<file path="src/sv/u8d_pkg.sv">
package u8d_pkg;

   // lead and continuation byte masks, the codes they must match, and the ASCII bound
   localparam logic [7:0] ASCII_MAX  = 8'h7F;
   localparam logic [7:0] LEAD2_MASK = 8'hE0;
   localparam logic [7:0] LEAD2_CODE = 8'hC0;
   localparam logic [7:0] LEAD3_MASK = 8'hF0;
   localparam logic [7:0] LEAD3_CODE = 8'hE0;
   localparam logic [7:0] LEAD4_MASK = 8'hF8;
   localparam logic [7:0] LEAD4_CODE = 8'hF0;
   localparam logic [7:0] LEAD5_MASK = 8'hFC;
   localparam logic [7:0] LEAD5_CODE = 8'hF8;
   localparam logic [7:0] LEAD6_MASK = 8'hFE;
   localparam logic [7:0] LEAD6_CODE = 8'hFC;
   localparam logic [7:0] CONT_MASK  = 8'hC0;
   localparam logic [7:0] CONT_CODE  = 8'h80;
   localparam logic [7:0] CONT_BITS  = 8'h3F;

   localparam int CP_W  = 31;
   localparam int LEN_W = 3;

   typedef enum logic [1:0] {
      KIND_OK       = 2'd0,
      KIND_LONG     = 2'd1,
      KIND_BAD_LEAD = 2'd2,
      KIND_TRUNC    = 2'd3
   } err_kind_type;

   typedef struct packed {
      logic [CP_W-1:0]  code_point;
      logic [LEN_W-1:0] seq_bytes;
      err_kind_type     error_kind;
      logic             last_of_item;
   } entry_type;

   // up to two results per request, written to the queue together
   typedef struct packed {
      logic [1:0] count;
      entry_type  e0;
      entry_type  e1;
   } push_type;

   typedef struct packed {
      logic             single;   // one-byte result: ASCII or a bad lead
      logic             bad;
      logic [LEN_W-1:0] len;
      logic [4:0]       payload;
   } lead_type;

   function automatic lead_type classify_lead(logic [7:0] b);
      lead_type l;
      l = '0;
      if (b <= ASCII_MAX) begin
         l.single = 1'b1;
         l.len    = LEN_W'(1);
      end else if ((b & LEAD2_MASK) == LEAD2_CODE) begin
         l.len     = LEN_W'(2);
         l.payload = b[4:0];
      end else if ((b & LEAD3_MASK) == LEAD3_CODE) begin
         l.len     = LEN_W'(3);
         l.payload = {1'b0, b[3:0]};
      end else if ((b & LEAD4_MASK) == LEAD4_CODE) begin
         l.len     = LEN_W'(4);
         l.payload = {2'b0, b[2:0]};
      end else if ((b & LEAD5_MASK) == LEAD5_CODE) begin
         l.len     = LEN_W'(5);
         l.payload = {3'b0, b[1:0]};
      end else if ((b & LEAD6_MASK) == LEAD6_CODE) begin
         l.len     = LEN_W'(6);
         l.payload = {4'b0, b[0]};
      end else begin
         l.single = 1'b1;
         l.bad    = 1'b1;
         l.len    = LEN_W'(1);
      end
      return l;
   endfunction

endpackage

</file>
<file path="src/sv/u8d_front.sv">
module u8d_front (
   input  logic                clock,
   input  logic                reset,
   input  logic                req_valid,
   output logic                req_stall,
   input  logic [7:0]          req_byte_in,
   input  logic                q_low_space,
   output u8d_pkg::push_type   push
);

   logic [u8d_pkg::LEN_W-1:0] pend_ff, pend_in;
   logic [u8d_pkg::LEN_W-1:0] len_ff, len_in;
   logic [u8d_pkg::CP_W-1:0]  acc_ff, acc_in;
   logic                      long_ff, long_in;

   logic                      accept;
   logic                      is_cont;
   logic [u8d_pkg::CP_W-1:0]  acc_shift;
   u8d_pkg::lead_type         lead;
   u8d_pkg::entry_type        fresh;

   assign req_stall = q_low_space;
   assign accept    = req_valid && !req_stall;
   assign is_cont   = (req_byte_in & u8d_pkg::CONT_MASK) == u8d_pkg::CONT_CODE;
   assign acc_shift = {acc_ff[u8d_pkg::CP_W-7:0], req_byte_in[5:0]};
   assign lead      = u8d_pkg::classify_lead(req_byte_in);

   // result of a one-byte form
   always_comb begin
      fresh.code_point   = u8d_pkg::CP_W'(req_byte_in);
      fresh.seq_bytes    = lead.len;
      fresh.error_kind   = lead.bad ? u8d_pkg::KIND_BAD_LEAD : u8d_pkg::KIND_OK;
      fresh.last_of_item = 1'b1;
   end

   always_comb begin
      pend_in    = pend_ff;
      len_in     = len_ff;
      acc_in     = acc_ff;
      long_in    = long_ff;
      push.count = 2'd0;
      push.e0    = fresh;
      push.e1    = fresh;
      if (accept) begin
         if (pend_ff != '0 && is_cont) begin
            pend_in = pend_ff - u8d_pkg::LEN_W'(1);
            acc_in  = acc_shift;
            if (pend_ff == u8d_pkg::LEN_W'(1)) begin
               push.count           = 2'd1;
               push.e0.code_point   = acc_shift;
               push.e0.seq_bytes    = len_ff;
               push.e0.error_kind   = long_ff ? u8d_pkg::KIND_LONG : u8d_pkg::KIND_OK;
               push.e0.last_of_item = 1'b1;
               acc_in  = '0;
               len_in  = '0;
               long_in = 1'b0;
            end
         end else begin
            // truncated partial first, if a sequence was open
            if (pend_ff != '0) begin
               push.e0.code_point   = acc_ff;
               push.e0.seq_bytes    = len_ff - pend_ff;
               push.e0.error_kind   = u8d_pkg::KIND_TRUNC;
               push.e0.last_of_item = lead.single ? 1'b0 : 1'b1;
               push.count           = lead.single ? 2'd2 : 2'd1;
            end else begin
               push.count = lead.single ? 2'd1 : 2'd0;
            end
            if (lead.single) begin
               pend_in = '0;
               acc_in  = '0;
               len_in  = '0;
               long_in = 1'b0;
            end else begin
               pend_in = lead.len - u8d_pkg::LEN_W'(1);
               acc_in  = u8d_pkg::CP_W'(lead.payload);
               len_in  = lead.len;
               long_in = lead.len >= u8d_pkg::LEN_W'(5);
            end
         end
      end
   end

   always_ff @(posedge clock) begin
      if (reset) begin
         pend_ff <= '0;
         len_ff  <= '0;
         acc_ff  <= '0;
         long_ff <= 1'b0;
      end else begin
         pend_ff <= pend_in;
         len_ff  <= len_in;
         acc_ff  <= acc_in;
         long_ff <= long_in;
      end
   end

   a_idle_clean: assert property (@(posedge clock) disable iff (reset)
      pend_ff == '0 |-> (acc_ff == '0 && len_ff == '0 && !long_ff))
      else $error("decode state not clean with nothing pending");

   a_pend_below_len: assert property (@(posedge clock) disable iff (reset)
      pend_ff != '0 |-> (pend_ff < len_ff && len_ff <= u8d_pkg::LEN_W'(6)))
      else $error("pending count out of step with sequence length");

endmodule

</file>
<file path="src/sv/u8d_queue.sv">
module u8d_queue #(
   parameter int Depth = 4
) (
   input  logic                clock,
   input  logic                reset,
   input  u8d_pkg::push_type   push,
   output logic                low_space,
   input  logic                pop,
   output logic                empty,
   output u8d_pkg::entry_type  head
);

   localparam int IdxW = (Depth > 1) ? $clog2(Depth) : 1;
   localparam int CntW = $clog2(Depth + 1);

   u8d_pkg::entry_type   store_ff [Depth];
   logic [IdxW-1:0]      wr_ptr_ff, wr_ptr_in;
   logic [IdxW-1:0]      rd_ptr_ff, rd_ptr_in;
   logic [CntW-1:0]      cnt_ff, cnt_in;
   logic [IdxW-1:0]      wr_next;

   function automatic logic [IdxW-1:0] wrap_inc(logic [IdxW-1:0] p);
      logic [IdxW-1:0] r;
      if (p == IdxW'(Depth - 1)) r = '0;
      else                       r = p + IdxW'(1);
      return r;
   endfunction

   assign wr_next   = wrap_inc(wr_ptr_ff);
   assign empty     = cnt_ff == '0;
   assign low_space = cnt_ff > CntW'(Depth - 2);
   assign head      = store_ff[rd_ptr_ff];

   always_comb begin
      wr_ptr_in = wr_ptr_ff;
      if (push.count == 2'd1)      wr_ptr_in = wr_next;
      else if (push.count == 2'd2) wr_ptr_in = wrap_inc(wr_next);
      rd_ptr_in = pop ? wrap_inc(rd_ptr_ff) : rd_ptr_ff;
      cnt_in    = cnt_ff + CntW'(push.count) - CntW'(pop);
   end

   always_ff @(posedge clock) begin
      if (reset) begin
         wr_ptr_ff <= '0;
         rd_ptr_ff <= '0;
         cnt_ff    <= '0;
      end else begin
         wr_ptr_ff <= wr_ptr_in;
         rd_ptr_ff <= rd_ptr_in;
         cnt_ff    <= cnt_in;
      end
   end

   always_ff @(posedge clock) begin
      if (push.count != 2'd0) store_ff[wr_ptr_ff] <= push.e0;
      if (push.count == 2'd2) store_ff[wr_next]   <= push.e1;
   end

   a_no_overflow: assert property (@(posedge clock) disable iff (reset)
      push.count != 2'd0 |-> !low_space)
      else $error("queue written without room for two entries");

   a_no_underflow: assert property (@(posedge clock) disable iff (reset)
      pop |-> !empty)
      else $error("queue popped while empty");

endmodule

</file>
<file path="src/sv/u8d_back.sv">
module u8d_back (
   input  logic                        clock,
   input  logic                        reset,
   input  logic                        q_empty,
   input  u8d_pkg::entry_type          q_head,
   output logic                        q_pop,
   output logic                        rsp_valid,
   input  logic                        rsp_stall,
   output logic [u8d_pkg::CP_W-1:0]    rsp_code_point,
   output logic [u8d_pkg::LEN_W-1:0]   rsp_seq_bytes,
   output logic [1:0]                  rsp_error_kind,
   output logic                        rsp_error_seen,
   output logic                        rsp_last_of_item
);

   logic                       valid_ff;
   logic                       sticky_ff, sticky_in;
   u8d_pkg::entry_type         out_ff;

   // load whenever the output register is free or being taken
   assign q_pop     = !q_empty && (!valid_ff || !rsp_stall);
   assign sticky_in = sticky_ff || (q_head.error_kind != u8d_pkg::KIND_OK);

   always_ff @(posedge clock) begin
      if (reset) begin
         valid_ff  <= 1'b0;
         sticky_ff <= 1'b0;
      end else begin
         if (q_pop) begin
            valid_ff  <= 1'b1;
            sticky_ff <= sticky_in;
         end else if (!rsp_stall) begin
            valid_ff  <= 1'b0;
         end
      end
   end

   always_ff @(posedge clock) begin
      if (q_pop) out_ff <= q_head;
   end

   assign rsp_valid        = valid_ff;
   assign rsp_code_point   = out_ff.code_point;
   assign rsp_seq_bytes    = out_ff.seq_bytes;
   assign rsp_error_kind   = out_ff.error_kind;
   assign rsp_error_seen   = sticky_ff;
   assign rsp_last_of_item = out_ff.last_of_item;

   a_sticky_holds: assert property (@(posedge clock) disable iff (reset)
      sticky_ff |=> sticky_ff)
      else $error("sticky error flag cleared");

   a_error_flagged: assert property (@(posedge clock) disable iff (reset)
      (valid_ff && out_ff.error_kind != u8d_pkg::KIND_OK) |-> sticky_ff)
      else $error("error result shown without sticky flag");

endmodule

</file>
<file path="src/sv/utf8_byte_stream_decoder.sv">
// The first result of a request goes into the result queue, then the output register.
// Takes one byte per cycle while requests are not stalled; a byte that truncates a sequence
// and is itself a one-byte form yields two results, which leave the output register in turn.
// Requests stall while the result queue has fewer than two free entries.
// Reset (synchronous, active high) clears the decode state, queue pointers, the
// output valid and the sticky error flag; no clearing pass is needed.
module utf8_byte_stream_decoder #(
   parameter int QueueDepth = 4   // result queue entries, 2 or more
) (
   input  logic                        clock,
   input  logic                        reset,
   input  logic                        req_valid,
   output logic                        req_stall,
   input  logic [7:0]                  req_byte_in,
   output logic                        rsp_valid,
   input  logic                        rsp_stall,
   output logic [u8d_pkg::CP_W-1:0]    rsp_code_point,
   output logic [u8d_pkg::LEN_W-1:0]   rsp_seq_bytes,
   output logic [1:0]                  rsp_error_kind,
   output logic                        rsp_error_seen,
   output logic                        rsp_last_of_item
);

   // front: takes a byte per request, tracks the open sequence and emits
   // zero, one or two finished entries (truncated partial, then fresh byte)
   u8d_pkg::push_type   push;
   logic                q_low_space;

   // back: pops one entry per cycle, while the output is not stalled, into the output register and
   // folds in the sticky error flag in result order
   logic                q_pop;
   logic                q_empty;
   u8d_pkg::entry_type  q_head;

   u8d_front u_front (
      .clock       (clock),
      .reset       (reset),
      .req_valid   (req_valid),
      .req_stall   (req_stall),
      .req_byte_in (req_byte_in),
      .q_low_space (q_low_space),
      .push        (push)
   );

   // short queue decouples the two sides so each stalls on its own
   u8d_queue #(
      .Depth (QueueDepth)
   ) u_queue (
      .clock     (clock),
      .reset     (reset),
      .push      (push),
      .low_space (q_low_space),
      .pop       (q_pop),
      .empty     (q_empty),
      .head      (q_head)
   );

   u8d_back u_back (
      .clock            (clock),
      .reset            (reset),
      .q_empty          (q_empty),
      .q_head           (q_head),
      .q_pop            (q_pop),
      .rsp_valid        (rsp_valid),
      .rsp_stall        (rsp_stall),
      .rsp_code_point   (rsp_code_point),
      .rsp_seq_bytes    (rsp_seq_bytes),
      .rsp_error_kind   (rsp_error_kind),
      .rsp_error_seen   (rsp_error_seen),
      .rsp_last_of_item (rsp_last_of_item)
   );

endmodule
</file>
<file path="config.mk">
export PLATFORM = sky130hd
export DESIGN_NAME = utf8_byte_stream_decoder
export DESIGN_NICKNAME = d
export VERILOG_FILES = /design/src/sv/u8d_pkg.sv /design/src/sv/u8d_front.sv /design/src/sv/u8d_queue.sv /design/src/sv/u8d_back.sv /design/src/sv/utf8_byte_stream_decoder.sv
export SDC_FILE = /design/constraint.sdc
export NUM_CORES = 1
export LEC_CHECK = 0
export CORE_ASPECT_RATIO = 1.5
export CORE_MARGIN = 3
export CORE_UTILIZATION = 40
export CTS_BUF_LIST = sky130_fd_sc_hd__clkbuf_2
export CTS_CLUSTER_DIAMETER = 40
export DETAILED_ROUTE_END_ITERATION = 8
export DONT_BUFFER_PORTS = 1
export SYNTH_ARGS = -nofsm -noshare
export SYNTH_HDL_FRONTEND = slang
export SYNTH_SLANG_ARGS = --single-unit
</file>
<file path="constraint.sdc">
create_clock -name clock -period 10.6 [get_ports clock]
set_input_delay 1.06 -clock clock [delete_from_list [all_inputs] [get_ports clock]]
set_output_delay 1.06 -clock clock [all_outputs]
set_load 0.03 [all_outputs]
</file>
* After elaboration in Yosys (flattened, before gate mapping)
Memory sizes are Yosys's and may differ from the RTL's. A register that Yosys moved wholly into a read port is not among the register bits.
Cells that the tools add are included.
** Word-level totals
- Memories kept :: 1
- Bits in registers :: 84
- Bits of input ports :: 12
- Bits in latches :: 0
- Word-level logic and storage cells :: 103
- ROM bits :: 0
- RAM bits :: 148
- Output and inout bits :: 40
** Operators by class
- Reduce and logical (&&, ||, !) cells :: 15
- $add $sub $neg :: 8
- Shift-type cells :: 0
- Equality and inequality tests :: 14
- Bitwise gates (word level) :: 0
- Magnitude comparators :: 3
- Muxes and demuxes :: 49
- Multipliers :: 0
- Divide/modulo/power cells :: 0
** Memory list
- u_queue.store_ff :: depth 4, width 37, read ports 1, clocked after Yosys merged registers in 1, wr ports 2, RTL line u8d_queue.sv:16 : u8d_pkg::entry_type store_ff [Depth];
** Operators with widths (count)
- $mux 39 :: 2
- $mux 31 :: 2
- $mux 38 :: 1
- $mux 37 :: 1
- $mux 8 :: 4
- $mux 2 :: 15
- $mux 3 :: 7
- $mux 1 :: 15
- $eq 2x2->1 const B :: 5
- $mux 5 :: 2
- $le 8x7->1 const B :: 1
- $eq 7x7->1 const B :: 1
- $add 2x1->2 const B :: 3
- $eq 6x6->1 const B :: 1
- $reduce_bool 2->1 :: 3
- $sub 3x1->3 const B :: 2
- $eq 5x5->1 const B :: 1
- $eq 4x4->1 const B :: 1
- $logic_not 1->1 :: 4
- $add 3x2->3 :: 1
- $eq 3x1->1 const B :: 1
- $eq 3x3->1 const B :: 1
- $ge 3x3->1 const B :: 1
- $gt 3x2->1 const B :: 1
- other kinds (10) :: 13

* Longest topological paths before layout
Gate-level depths: netlist of run 1.
- Depth after elaboration :: 14
- Mapped depth :: 15
- Depth with buffers taken out :: 13

* Modules after synthesis
From an unflattened synthesis of run 1, not the netlist that was laid out.
** Second synthesis, totals
- Cell total of the unflattened synthesis :: 793
- Area, all modules :: 11387.2 um^2
** Modules (own cells, without submodules)
- u8d_queue :: cells each 421, area each 7697.4 um^2, seq. area each 4624.4 um^2, times used 1
- u8d_front :: cells each 327, area each 2504.9 um^2, seq. area each 760.7 um^2, times used 1
- u8d_back :: cells each 45, area each 1184.9 um^2, seq. area each 1151.1 um^2, times used 1

* Worst setup path before layout of run 1
OpenSTA, ideal clock, no wires.
- Path type :: input-to-reg
- Start point :: input port rsp_stall
- End point :: register u_queue.cnt_ff[1]
- Setup slack :: 6150 ps
- Setup time :: 127 ps
- Cell stages on the path :: 6
- Data required time :: 10473 ps
- Arrival time :: 4323 ps
- Buffers on the path :: 0
- Cells stage by stage :: a21oi_1 -> ha_1 -> inv_1 -> ha_1 -> fa_1 -> nor2b_1
** On the way
- Longest elaborated chain between the ends :: 4
** RTL lines
- from (decl) :: RTL line utf8_byte_stream_decoder.sv:16 : input logic rsp_stall,
- $logic_not 1->1 :: RTL line u8d_back.sv:21 : assign q_pop = !q_empty && (!valid_ff || !rsp_stall);
- $logic_or 1x1->1 :: RTL line u8d_back.sv:21
- $logic_and 1x1->1 :: RTL line u8d_back.sv:21
- $sub 3x1->3 :: RTL line u8d_queue.sv:39 : cnt_in = cnt_ff + CntW'(push.count) - CntW'(pop);
- named net u_queue.cnt_in[1] :: RTL line u8d_queue.sv:19 : logic [CntW-1:0] cnt_ff, cnt_in;
- to (signal assigned) :: RTL line u8d_queue.sv:50 : cnt_ff <= cnt_in;
- to (decl) :: RTL line u8d_queue.sv:19
The timed path passes the listed nets, and every way through them passes these cells.
A chain may end at the register's enable or synchronous reset.

==> results of run 1 <==
[layer usage]
layer	track usage [%]	part of all wire [%]	vias to the layer above
met1	23.4	43	3400
li1	-	-	3205
met2	29.6	49	215
met4	8.86	4.1	0
met3	3.31	4.0	74
met5	0	0	-
[layout by cell type, fill, tap and decap left out, drive strengths merged, types with 2 or more instances in the layout]
master   instances
a211oi           6
a21oi           61
a22o           118
a22oi           24
a2bb2oi          8
a31oi            3
a32o             6
and2             2
buf             11
clkbuf          71
clkinv          24
dfxtp          149
edfxtp          85
fa               2
ha              18
inv             25
mux2i            4
mux4            37
nand2           57
nand2b           7
nand3           29
nand4            2
nor2            57
nor2b            7
nor3             6
o211ai           4
o21ai           14
o22ai           14
o311ai           2
o32a             2
or2              3
xnor2            3
[worst paths after layout]
kind / slack, ps / endpoint
hold / removal: 270 / u_queue.cnt_ff[2]
hold reg to reg: 460 / u_front.acc_ff[30]
setup reg to reg: 5870 / u_queue.store_ff[0][3]
setup / recovery: 5870 / u_queue.store_ff[0][3]
[logic make-up (layout without fill, tap and decap cells)]
kind of cell               after synthesis  after routing  share of synthesized area, %
adders and majority gates               20             20                          2.62
other                                    0              1                             0
AOI/OAI and AO/OA                      268            268                          20.5
DFF                                    234            234                          54.7
buffers and inverters                   86            131                          4.21
muxes                                   42             42                          8.74
xor gates and xnor gates                 4              4                         0.346
and+or+nand+nor                        174            174                          8.90
[critical path, cell delays in order (launching register included)]
cell and delay, ps:
dfxtp_1 410, inv_1 80, ha_1 290, or2_2 350, a21oi_4 750, nand2b_1 290, nor2_1 100, o22ai_1 220
ha_1 710, and2_1 410, nor2_2 70, buf_4 250, inv_1 430
[power groups by stage]
stage	combinational (mW)	clock, mW	sequential (mW)
3_5_place_dp	0.706	0	1.35
3_3_place_gp	0.699	0	1.35
5_1_grt	0.765	0.612	1.34
2_1_floorplan	0.535	0	1.33
4_1_cts	0.707	0.563	1.33
6_report	0.698	0.538	1.32
[area by class of cell]
cell class	instances	share of cell area, %
Antenna cell	1	0.0232
Tap cell	324	3.76
Sequential cell	234	51.4
Multi-Input combinational cell	508	39.0
Inverter	23	0.801
Clock inverter	26	1.01
Timing Repair Buffer	11	0.766
Clock buffer	71	3.30
[state kept, by name (all words and copies together) (netlist names), named ones only]
name / flops
u_queue.store_ff: 148
u_back.rsp_code_point: 31
u_front.acc_ff: 31
u_back.rsp_seq_bytes: 3
u_front.len_ff: 3
u_front.pend_ff: 3
u_queue.cnt_ff: 3
u_back.rsp_error_kind: 2
u_queue.rd_ptr_ff: 2
u_queue.wr_ptr_ff: 2
u_back.rsp_error_seen: 1
u_back.rsp_last_of_item: 1
u_back.rsp_valid: 1
u_front.long_ff: 1
[stage by stage]
stage	worst slack, ps	cell area [um^2]
2_1_floorplan	6150	10100
3_3_place_gp	5680	10300
3_5_place_dp	5570	10300
4_1_cts	5910	10800
5_1_grt	5560	10800
6_report	5870	10800
==> flow_summary.json, run 1 <==
{
  "status": "finished, final reports clean",
  "period_share_pct": 44.6,
  "rsz0062_at_grt": "no",
  "grt-ovfl-total": 0,
  "vias_per_cell": 5.75,
  "crit_fanout": 33,
  "layout-drive-gt1-share_pct": 21.3,
  "synth_top_flop_cell": "dfxtp_1",
  "seqCellArea_mm2": 0.00554,
  "power_density_mw_per_mm2": 237,
  "synth-edff-count": 85,
  "numPortBuffers": 0,
  "post_cts_buffers": 0,
  "leakagePower_nw": 3.78,
  "cts.path.max_buffers": 3,
  "pwr-share-clk_pct": 21.0,
  "maxSlewHeadroom_pct": 37.2,
  "chipHeight_um": 201,
  "hold_class": "in -> reg",
  "drc_errors": 0,
  "critPathCaptureType": "flop",
  "switching_share_pct": 39.7,
  "critPathArrivalTime_ps": 5190,
  "r2r_start": "u_front.pend_ff[0]",
  "ys_types": 63,
  "worst_pin_slew_ps": 940,
  "antenna_found_initial": 1,
  "synth_top_area_cell": "dfxtp_1",
  "start_util_pct": 41.1,
  "synth_top_area_share_pct": 29.5,
  "fmax_ghz": 0.211,
  "path_class": "reg -> reg",
  "synth_area_mm2": 0.0101,
  "vdd_ir_drop_max_uv": 204,
  "cts-root-buf": "clkbuf_2",
  "cts_tree": "yes",
  "ctsResizeCount": 0,
  "synth_nets": 860,
  "r2r.worst_path.cells": 12,
  "clk_latency_ps": 860,
  "combPwrFrac_pct": 27.3,
  "netlist_top_cells_count": "149 x dfxtp_1, 118 x a22o_1, 85 x edfxtp_1",
  "multi_input_area_mm2": 0.00421,
  "grt_usage_pct": 18.3,
  "slew_violations": 0,
  "period_minus_slack_ps": 4730,
  "crit_path_start": "u_front.pend_ff[0]",
  "p_seq_share_pct": 51.7,
  "fillers": 2321,
  "p_switching_mw": 1.02,
  "wl_per_cell_um": 20.7,
  "final_core_util_pct": 43.8,
  "vias": 6894,
  "synth_cells": 828,
  "ant_nets": 0,
  "synth_seq_area_share_pct": 54.7,
  "hold_buffers": 0,
  "ys_top_cells_by_area": "dfxtp_1 29%, edfxtp_1 25%, a22o_1 10%",
  "num-nets-final": 862,
  "num_rows": 70,
  "hp-start": "reset",
  "gp_congestion": 0.900,
  "design.portCount": 52,
  "first_pass_iters": 5,
  "placed_cells_incl_taps": 1100,
  "hold_path_depth": 1,
  "finalPower_mw": 2.56,
  "htreeDepth": 2,
  "max_cap_viol_count": 0,
  "synth_warnings": 0,
  "dr.first_iter.drc_count": 498,
  "cts_made_buffers": 52,
  "syn_avg_cell_area_um2": 12.2,
  "internal-power_mw": 1.55,
  "synth_seq_cells": 234,
  "yosysMostFrequentCell": "dfxtp_1",
  "fin_hold_ws_ps": 268,
  "routed_wl_mm": 24.8,
  "die_width_um": 136,
  "first_global_vias": 7007,
  "cts.sinks": 234,
  "setup_viol": 0,
  "dieArea_mm2": 0.0273,
  "final_cells": 1198,
  "cp-start-kind": "flop",
  "finalClockSkew_ps": 47.2,
  "hold_viol": 0,
  "areaGrowthSynthToFinish_pct": 6.53,
  "dp.final_hpwl_mm": 15.9,
  "fin_tns_setup_ps": 0,
  "grt_max_degree": 65,
  "clk_pin_slew_ps": 110,
  "required_ps": 11060,
  "async_reset_ff_share_pct": 0,
  "core_area_mm2": 0.0246,
  "grt_pass1_wl_mm": 39.3
}
Power figures use the tool's default switching activity.
==> run 2, diff against run 1 <==
clock period = 4.35 ns   (was 10.6 ns; I/O delays follow)
==> run 2 against run 1 <==
Hold slack got worse by 150 ps. Power increased to 2.5 times the previous value. Die area unchanged. Combinational power increased by 140%. Largest cell class unchanged. Largest power group unchanged. Highest routed layer unchanged.
==> flow_summary.json, run 2 (synthesis gave the netlist of run 1 again) <==
{
  "whs_endpoint": "u_front.pend_ff[2]",
  "worst_pin_slew_ps": 792,
  "hold_class": "in -> reg",
  "r2r.worst_path.cells": 11,
  "dr.first_iter.drc_count": 403,
  "finalClockSkew_ps": 93.0,
  "leakagePower_nw": 3.92,
  "period_share_pct": 82.4,
  "hold_viol": 0,
  "required_ps": 4790,
  "cts-root-buf": "clkbuf_2",
  "path_class": "reg -> reg",
  "clk_pin_slew_ps": 100,
  "areaGrowthSynthToFinish_pct": 9.08,
  "hp-start": "req_byte_in[7]",
  "grt-ovfl-total": 0,
  "cts.path.max_buffers": 3,
  "fmax_ghz": 0.279,
  "p_switching_mw": 2.57,
  "cp-start-kind": "flop",
  "internal-power_mw": 3.88,
  "num_rows": 70,
  "wl_per_cell_um": 20.8,
  "antenna_found_initial": 1,
  "first_global_vias": 7278,
  "hold_path_depth": 4,
  "final_cell_mix": "147 x dfxtp_1, 118 x a22o_1, 85 x edfxtp_1",
  "design.portCount": 52,
  "cts_made_buffers": 54,
  "num-nets-final": 887,
  "combPwrFrac_pct": 26.3,
  "numPortBuffers": 0,
  "fillers": 2262,
  "crit_fanout": 13,
  "start_util_pct": 41.1,
  "htreeDepth": 2,
  "setup_viol": 0,
  "grt_max_degree": 64,
  "post_cts_buffers": 0,
  "power_density_mw_per_mm2": 583,
  "cp_slowest_cell": "inv_1",
  "critPathArrivalTime_ps": 4020,
  "seqCellArea_mm2": 0.00554,
  "r2r_start": "u_front.pend_ff[0]",
  "dieArea_mm2": 0.0273,
  "r2r_end": "u_queue.store_ff[0][10]",
  "chipHeight_um": 201,
  "switching_share_pct": 39.8,
  "critical-path-max-stage-delay_ps": 460,
  "finalPower_mw": 6.44,
  "critPathCaptureType": "flop",
  "multi_input_area_mm2": 0.00419,
  "largest_reg_flops": 148,
  "gp_congestion": 0.843,
  "routed_wl_mm": 25.4,
  "fin_tns_setup_ps": 0,
  "cp_cell_sequence": "inv_1 > ha_1 > or2_2 > a21oi_4 > nand2b_1 > nor2_1 > o22ai_1 > ha_1 > and2_1 > nor2_2 > inv_1",
  "maxSlewHeadroom_pct": 47.2,
  "vias_per_cell": 5.72,
  "period_minus_slack_ps": 3580,
  "hold_buffers": 16,
  "die_width_um": 136,
  "layout-drive-gt1-share_pct": 22.2,
  "cts.sinks": 234,
  "p_seq_share_pct": 51.6,
  "vdd_ir_drop_max_uv": 574,
  "cts_tree": "yes",
  "first_pass_iters": 5,
  "core_area_mm2": 0.0246,
  "regMostFlops": "u_queue.store_ff",
  "dp.final_hpwl_mm": 15.8,
  "max_cap_viol_count": 0,
  "status": "finished, final reports clean",
  "pwr-share-clk_pct": 22.1,
  "grt_pass1_wl_mm": 40.5,
  "clk_latency_ps": 880,
  "layout_commonest_cell": "dfxtp_1",
  "vias": 7001,
  "r2r_slack_ps": 770,
  "rsz0062_at_grt": "no",
  "grt_usage_pct": 18.9,
  "ctsResizeCount": 0,
  "drc_errors": 0,
  "slew_violations": 0,
  "ant_nets": 0
}
==> run 2: worst max path at each step <==
stage	start	endpoint	depth (start not counted)
final	u_front.pend_ff[0]	u_queue.store_ff[0][10]	11
after detailed placement	u_front.pend_ff[0]	u_queue.store_ff[0][29]	10
after floorplan	rsp_stall	u_queue.cnt_ff[1]	6
after global placement	u_front.pend_ff[0]	u_queue.store_ff[2][9]	12
after global routing	u_front.pend_ff[0]	u_queue.store_ff[0][11]	11
after CTS	u_front.pend_ff[0]	u_queue.store_ff[0][10]	11
==> run 2: area by class of cell <==
class / count / area share, %
sequential: 234 / 50.1
multi-input combinational: 508 / 37.9
tap: 324 / 3.67
clock buffer: 76 / 3.44
timing repair buffer: 34 / 2.76
clock inverter: 25 / 1.22
inverter: 23 / 0.782
antenna: 1 / 0.0227
==> run 2: routing by layer <==
layer | routed length, um | GRT usage, %
met3 | 1170 | 3.11
met1 | 10300 | 23.2
met4 | 1050 | 8.97
met5 | 0 | 0
met2 | 12900 | 32.2
==> run 2: through the flow <==
stage	cell area, um^2	setup WS, ps	instances	util, %	hold slack (ps)
after floorplan	10100	525	828	-	420
after global placement	10400	892	1107	42.1	432
after detailed placement	10400	837	1107	42.1	441
after CTS	11000	746	1224	44.9	12.4
after global routing	11000	478	1225	44.9	39.9
final	11000	768	1225	44.9	115
==> run 2: critical path, delay by kind of cell, from the launching register on <==
| family | cells | cell delay, ps |
|---|---|---|
| DFF | 1 | 400 |
| buffers and inverters | 2 | 540 |
| AOI/OAI and AO/OA | 2 | 390 |
| adders and majority gates | 2 | 700 |
| and+or+nand+nor | 5 | 1140 |
==> run 2: power by group through the flow <==
| stage | Combinational (mW) | Sequential (mW) | Clock [mW] |
|---|---|---|---|
| floorplan | 1.30 | 3.23 | 0 |
| global placement | 1.66 | 3.38 | 0 |
| detailed placement | 1.67 | 3.39 | 0 |
| CTS | 1.71 | 3.34 | 1.48 |
| global route | 1.84 | 3.38 | 1.59 |
| finish | 1.69 | 3.32 | 1.43 |
==> run 3, diff against run 2 <==
clock period = 3.44 ns   (was 4.35 ns; I/O delays follow)
==> run 3 against run 2 <==
Die area is the same. Largest cell class unchanged. Critical path type unchanged. Highest routed layer unchanged. Design area grew 2.9%. Hold slack lost 35 ps.
==> flow_summary.json, run 3 (synthesis gave the netlist of run 1 again) <==
{
  "max_cap_viol_count": 0,
  "vias": 7162,
  "ant_nets": 0,
  "largest_reg_flops": 148,
  "period_share_pct": 94.6,
  "gp_congestion": 0.848,
  "setup_viol": 0,
  "worst_pin_slew_ps": 791,
  "internal-power_mw": 5.19,
  "crit_top_cell": "nand2_1",
  "crit_fanout": 10,
  "grt_usage_pct": 19.1,
  "cp_slowest_cell": "dfxtp_1",
  "final_cell_mix": "147 x dfxtp_1, 118 x a22o_1, 85 x edfxtp_1",
  "r2r_slack_ps": 190,
  "first_global_vias": 7269,
  "num-nets-final": 911,
  "grt-ovfl-total": 0,
  "cts.sinks": 234,
  "hold_viol": 0,
  "core_area_mm2": 0.0246,
  "rsz0062_at_grt": "no",
  "leakagePower_nw": 4.06,
  "vdd_ir_drop_max_uv": 513,
  "power_density_mw_per_mm2": 744,
  "path_class": "reg -> reg",
  "grt_pass1_wl_mm": 40.8,
  "htreeDepth": 2,
  "switching_share_pct": 38.6,
  "start_util_pct": 41.1,
  "critPathCaptureType": "flop",
  "routed_wl_mm": 25.8,
  "drc_errors": 0,
  "period_minus_slack_ps": 3250,
  "crit_path_start": "u_front.pend_ff[0]",
  "finalClockSkew_ps": 72.8,
  "pwr-share-clk_pct": 24.1,
  "cts.path.max_buffers": 3,
  "fmax_ghz": 0.307,
  "layout-drive-gt1-share_pct": 23.7,
  "regMostFlops": "u_queue.store_ff",
  "cp-start-kind": "flop",
  "hold_path_depth": 5,
  "cts_tree": "yes",
  "dieArea_mm2": 0.0273,
  "areaGrowthSynthToFinish_pct": 12.2,
  "whs_endpoint": "u_front.len_ff[1]",
  "dp.final_hpwl_mm": 16.3,
  "cp_cell_sequence": "inv_1 > ha_1 > or2_2 > a21oi_4 > nand2b_1 > nor2_1 > o22ai_1 > ha_4 > nand2_1 > nand2_1 > nor2_2 > a22o_1",
  "fin_hold_ws_ps": 79.3,
  "fin_tns_setup_ps": 0,
  "r2r.worst_path.cells": 12,
  "r2r_end": "u_queue.store_ff[1][9]",
  "hp-start": "req_valid",
  "dr.first_iter.drc_count": 507,
  "status": "finished, final reports clean",
  "hold_class": "in -> reg",
  "maxSlewHeadroom_pct": 47.3,
  "first_pass_iters": 7,
  "layout_commonest_cell": "dfxtp_1",
  "wl_per_cell_um": 20.6,
  "p_seq_share_pct": 49.5,
  "die_width_um": 136,
  "cts_made_buffers": 55,
  "required_ps": 4010,
  "critPathArrivalTime_ps": 3820,
  "cts-root-buf": "clkbuf_2",
  "critical-path-max-stage-delay_ps": 400,
  "p_switching_mw": 3.26,
  "slew_violations": 0,
  "combPwrFrac_pct": 26.4,
  "clk_latency_ps": 870,
  "vias_per_cell": 5.73,
  "fillers": 2279,
  "chipHeight_um": 201,
  "antenna_found_initial": 1,
  "seqCellArea_mm2": 0.00554,
  "r2r_start": "u_front.pend_ff[0]",
  "grt_max_degree": 64,
  "multi_input_area_mm2": 0.00422,
  "design.portCount": 52,
  "num_rows": 70,
  "clk_pin_slew_ps": 120,
  "numPortBuffers": 0
}
## run 3: cell count changes in the layout (fill, tap and decap cells not counted), sizes merged
cell         change
buf             +15
dlygate4sd3      +8
bufinv           +3
clkbuf           +1
clkinvlp         -1
## run 3: worst max path at each step
stage	cells past startpoint	slack, ps	to
detailed placement	12	10	u_queue.store_ff[3][11]
global route	12	9	u_queue.store_ff[2][9]
CTS	10	50	u_queue.store_ff[3][9]
finish	12	190	u_queue.store_ff[1][9]
global placement	12	100	u_queue.store_ff[3][11]
floorplan	14	400	u_queue.store_ff[0][12]
## run 3: metrics by stage
step                cells  worst slack (ps)  utilization [%]  instance area (um^2)  total power, mW
floorplan             828               400                -                 10100             5.73
global placement     1120               103             42.5                 10500             6.41
detailed placement   1120              14.1             42.5                 10500             6.44
CTS                  1248              48.8             46.0                 11300             8.52
global route         1251              8.55             46.2                 11400             8.93
finish               1251               187             46.2                 11400             8.45
## run 3: metal layers
layer / vias up / global-route usage (%) / routed length [um]
met1: 3577 / 23.6 / 10800
met5: - / 0 / 0
met4: 0 / 9.08 / 923
met2: 218 / 32.1 / 13000
li1: 3312 / - / -
met3: 55 / 3.36 / 1140
## run 3: area by class of cell
cell class,instances,area share (%)
timing repair buffer,57,4.49
sequential,234,48.8
clock inverter,27,1.83
inverter,23,0.760
multi-input combinational,508,37.2
clock buffer,77,3.39
tap,324,3.57
antenna,1,0.0220
## run 3: repair_timing
item                       CTS  global route
resized for setup            1             6
hold endpoints to repair   103             0
pin swaps                    0             2
hold buffers                24             0
buffers inserted             0             2
setup endpoints to repair    5            54
## run 3: power by group through the flow
stage,registers [mW],clock network (mW),logic (mW)
3_3_place_gp,4.26,0,2.15
5_1_grt,4.25,2.25,2.42
3_5_place_dp,4.27,0,2.17
6_report,4.19,2.04,2.23
2_1_floorplan,4.08,0,1.65
4_1_cts,4.21,2.09,2.22
## run 3: worst max-delay path, delay by kind of cell, from the launching register on
kind | cells | cell delay (ps)
compound gates | 3 | 740
fa+ha+maj | 2 | 540
buf+inv | 1 | 80
flops | 1 | 400
simple gates | 6 | 1190
